<file path="src/hw/rtl/ffra_pkg.sv">
`timescale 1ns / 1ps
// Shared types and constants of the first-fit range allocator.
// No dependencies; every other file of the allocator imports this package.
package ffra_pkg;

   localparam int LIVE_SLOTS  = 64;
   localparam int FREE_SLOTS  = 65;
   localparam int OFFSET_BITS = 16;
   localparam int LEN_BITS    = OFFSET_BITS + 1;
   localparam int SCAN_LEN    = (FREE_SLOTS > LIVE_SLOTS) ? FREE_SLOTS : LIVE_SLOTS;
   localparam int CNT_BITS    = $clog2(SCAN_LEN + 1);
   localparam int FCNT_BITS   = $clog2(FREE_SLOTS + 1);
   localparam int LCNT_BITS   = $clog2(LIVE_SLOTS + 1);
   localparam logic [LEN_BITS-1:0] POOL_MAX = LEN_BITS'(1) << OFFSET_BITS;

   typedef enum logic [1:0] {
      REQ_RESERVE = 2'd0,
      REQ_RELEASE = 2'd1,
      REQ_CLEAR   = 2'd2,
      REQ_NONE    = 2'd3
   } req_kind_type;

   typedef enum logic [1:0] {
      ST_OK        = 2'd0,
      ST_NO_FIT    = 2'd1,
      ST_NOT_ALLOC = 2'd2,
      ST_FULL      = 2'd3
   } status_type;

   typedef enum logic [2:0] {
      S_IDLE,
      S_SCAN,
      S_DECIDE,
      S_APPLY,
      S_FINISH
   } state_type;

   typedef struct packed {
      logic                   valid;
      logic [OFFSET_BITS-1:0] start;
      logic [LEN_BITS-1:0]    len;
   } range_entry_type;

   typedef struct packed {
      logic shift;
      logic clear;
   } cell_ctl_type;

endpackage

</file>
<file path="src/hw/rtl/ffra_cell.sv">
`timescale 1ns / 1ps
// One cell of a ring of range entries: holds a start, a length and a valid bit.
// Depends on ffra_pkg for the entry and control types.
module ffra_cell import ffra_pkg::*; (
   input  logic            clock,
   input  logic            reset,
   input  cell_ctl_type    ctl,
   input  range_entry_type init_entry,
   input  range_entry_type din,
   output range_entry_type dout
);

   range_entry_type entry_ff;

   always_ff @(posedge clock) begin
      if (reset || ctl.clear) begin
         entry_ff <= init_entry;
      end else if (ctl.shift) begin
         entry_ff <= din;
      end
   end

   assign dout = entry_ff;

endmodule

</file>
<file path="config.mk">
export PLATFORM = sky130hd
export DESIGN_NAME = ffra_cell
export DESIGN_NICKNAME = d
export VERILOG_FILES = /design/src/hw/rtl/ffra_pkg.sv /design/src/hw/rtl/ffra_cell.sv
export SDC_FILE = /design/constraint.sdc
export NUM_CORES = 1
export LEC_CHECK = 0
export BUFFER_PORTS_ARGS = -buffer_cell sky130_fd_sc_hd__buf_2
export CORE_MARGIN = 3
export CORE_UTILIZATION = 40
export CTS_CLUSTER_DIAMETER = 200
export DETAILED_ROUTE_END_ITERATION = 7
export PLACE_DENSITY = 0.88
export SKIP_CTS_REPAIR_TIMING = 1
export SLEW_MARGIN = 10
export SYNTH_ARGS = -nofsm -noshare
export SYNTH_HDL_FRONTEND = slang
export SYNTH_SLANG_ARGS = --single-unit
</file>
<file path="constraint.sdc">
create_clock -name clock -period 1.4 [get_ports clock]
set_input_delay 0.07 -clock clock [delete_from_list [all_inputs] [get_ports clock]]
set_output_delay 0.07 -clock clock [all_outputs]
set_load 0.03 [all_outputs]
</file>
## Word-level counts from Yosys, hierarchy flattened

Cells that the tools add are included.

| word-level totals | value |
|---|---|
| bits in registers | 34 |
| input port bits | 72 |
| output and inout bits | 34 |
| word-level logic and storage cells | 7 |

| cells by class | value |
|---|---|
| mux-type cells | 2 |
| reduce and logical (&&, ||, !) cells | 2 |

Operators by type and width:

| operator | number |
|---|---|
| 34-bit two-way mux | 2 |
| 2-bit nonzero test | 1 |
| 1-bit logical OR | 1 |

## Logic depth before layout (Yosys ltp)

| logic depth | value |
|---|---|
| depth in word-level cells | 2 |
| gate-level depth with buffers | 3 |
| mapped depth without buffers | 2 |

## Least setup slack after synthesis

No wires, ideal clock.

| timing | value |
|---|---|
| path kind | in2reg |
| start | input ctl[1] (netlist name) |
| end | register entry_ff, in the netlist dout[0] (enable) |
| setup time | 423 ps |
| arrival time | 858 ps |
| required time | 977 ps |
| setup slack | 119 ps |
| stages on the path | 1 |
| buffers on the path | 0 |
| cells stage by stage | or3_1 |

| between the ends | value |
|---|---|
| word-level cells in the longest chain between the ends | 1 |

Ends and longest elaborated chain:

| what | RTL line | text |
|---|---|---|
| from (decl) | ffra_cell.sv:7 | `input cell_ctl_type ctl,` |
| 2-bit nonzero test (no line) | - |  |
| to (signal assigned) | ffra_cell.sv:17 | `entry_ff <= init_entry;` |
| to (signal assigned) | ffra_cell.sv:19 | `entry_ff <= din;` |
| to (decl) | ffra_cell.sv:13 | `range_entry_type entry_ff;` |

No other way between the ends.
A chain may end at the register's enable or synchronous reset.

## Worst setup path after layout

| timing | value |
|---|---|
| start | register entry_ff, in the netlist dout[3] |
| end | output dout[3] (netlist name) |

RTL lines:

| what | RTL line | text |
|---|---|---|
| to (decl) | ffra_cell.sv:10 | `output range_entry_type dout` |

No word-level cell between the ends.

==> metrics <==
crit path max fanout=1; Pwr Density=1110 nW/um^2; CP delay by family, top=flip-flops; Seq/Total Area, Yosys=0.699; via count=1086; worst-path cell chain=buf_2; mapped cell area=1460 um^2; PnR worst setup slack=413 ps; status=complete, no violations; number of cell rows=21; Sw Share=0.291; worst-margin pin slew=243 ps; Synthesized Nets=145; WL final=3290 um; HP Class=primary input to flip-flop; vias in the first global route=1129; largest net degree at the start of global routing=35; First-pass DRT Iterations=6; clock power share=0.218; cell count after synthesis=73; Initial Util=0.427; Placed Area=2040 um^2; leakage power=0.945 nW; commonest non-fill, non-tap cell in the layout=buf_2; IO buf count=105; first-pass GRT wire length=5070 um; max FFs per register=34; Final Power=0.00232 W; Synth Warn #=0; initial antenna violation count=0; Die Wd=66.4 um; worst vdd ir=0.000577 V; CP bufs+invs=1; CTS max path bufs=2; DRT iter0 DRCs=26; gr ovfl total=0; H-tree Lvls=2; Pint=0.00165 W; CTS sink cnt=34; Max stage delay cell, worst path=edfxtp_1; minimum clock period=987 ps; IO Count=106; crit path DAT=920 ps; TNS Setup=0 ps; die area=4410 um^2; critical path's largest stage delay=400 ps; All-Layer GR Usage=0.159; antenna diode count=0; post-synthesis register bit count=34; Max-slew headroom=0.838; cell area after layout=2090 um^2; final period utilization=0.705; Clk pin slew, worst setup/hold paths=100 ps; Pins Over Slew Limit=0; Num CTS Buffers=5; fmax=1010 MHz; synth unique cells=7; core area=3420 um^2; critical path launch point=dout[3]; Nets=257; CP endpoint=dout[3]; TritonCTS clock tree=built; critical path endpoint category=output port; Hold Vio Cnt, Final=0; via/cell ratio=4.68; share of layout cells above drive strength 1=0.790; Syn-to-layout area delta=43.1%; logic gate share of total power=0.237; DP Worst Slack=242 ps; Core Util, Final=0.612; worst path required time=1330 ps; # DRC=0; root buf cell=clkbuf_4; most frequent cells in the layout=buf_2 (105), edfxtp_1 (34), mux2_2 (32); Die Ht=66.4 um; wire length per cell=14.2 um; startpoint types=flip-flop; RD Place Congestion=0.724; final setup violating endpoints=0; Sw Pwr=0.000677 W; unrepaired setup endpoints after global routing=no; fillcell total=283; Critical Path Stages=1; average cell area after synthesis=20.0 um^2; sequential share of power=0.546; post-DP HPWL=2580 um; post-route antenna net violation count=0; critical setup path kind=flip-flop to output port; # Max-Cap Violations=0
## Yosys cell counts
master / instances / area (um^2)
buf_6: 1 / 11.3
clkbuf_8: 2 / 27.5
edfxtp_1: 34 / 1020
mux2_1: 2 / 22.5
mux2_2: 32 / 360
nor2_4: 1 / 11.3
or3_1: 1 / 6.26
## cells by family after synthesis
family	after synthesis	share of synthesized area
flops	34	0.699
simple gates	2	0.0120
mux	34	0.262
buf+inv	3	0.0266
## stage by stage
step                hold WS, ps  std cells
finish                     35.6        232
global route              0.214        232
floorplan                   271         73
CTS                        13.9        232
detailed placement          358        224
global placement            353        224
## power by group through the flow
stage          Combinational, W  Clock (W)  Sequential [W]
3_3_place_gp           0.000549          0         0.00129
6_report               0.000550   0.000506         0.00127
5_1_grt                0.000587   0.000587         0.00128
2_1_floorplan          0.000115          0         0.00152
4_1_cts                0.000557   0.000527         0.00127
3_5_place_dp           0.000555          0         0.00129
## area by class of cell
type	instances	area, um^2	area share
clock buffer	6	41.3	0.0198
clock inverter	2	8.76	0.00419
multi-input combinational	36	400	0.192
sequential	34	1020	0.489
tap	46	57.6	0.0275
timing repair buffer	108	561	0.268
## per-layer routing
metal  global-route usage  vias to the layer above  part of all wire
li1                     -                      516                 -
met1                0.164                      507              0.35
met2                0.268                       61              0.53
met5                    0                        -                 0
met4               0.0685                        0            0.0091
met3               0.0833                        2              0.11
## worst min path at each step
stage | startpoint | to | slack, ps | cells after the start
after floorplan | init_entry[5] | dout[5] | 270 | 1
after global placement | init_entry[5] | dout[5] | 350 | 2
after detailed placement | din[6] | dout[6] | 360 | 2
after CTS | din[6] | dout[6] | 10 | 2
after global routing | init_entry[13] | dout[13] | 0.2 | 2
final | din[6] | dout[6] | 40 | 2
Note: power is estimated with default switching activity, not from simulation.
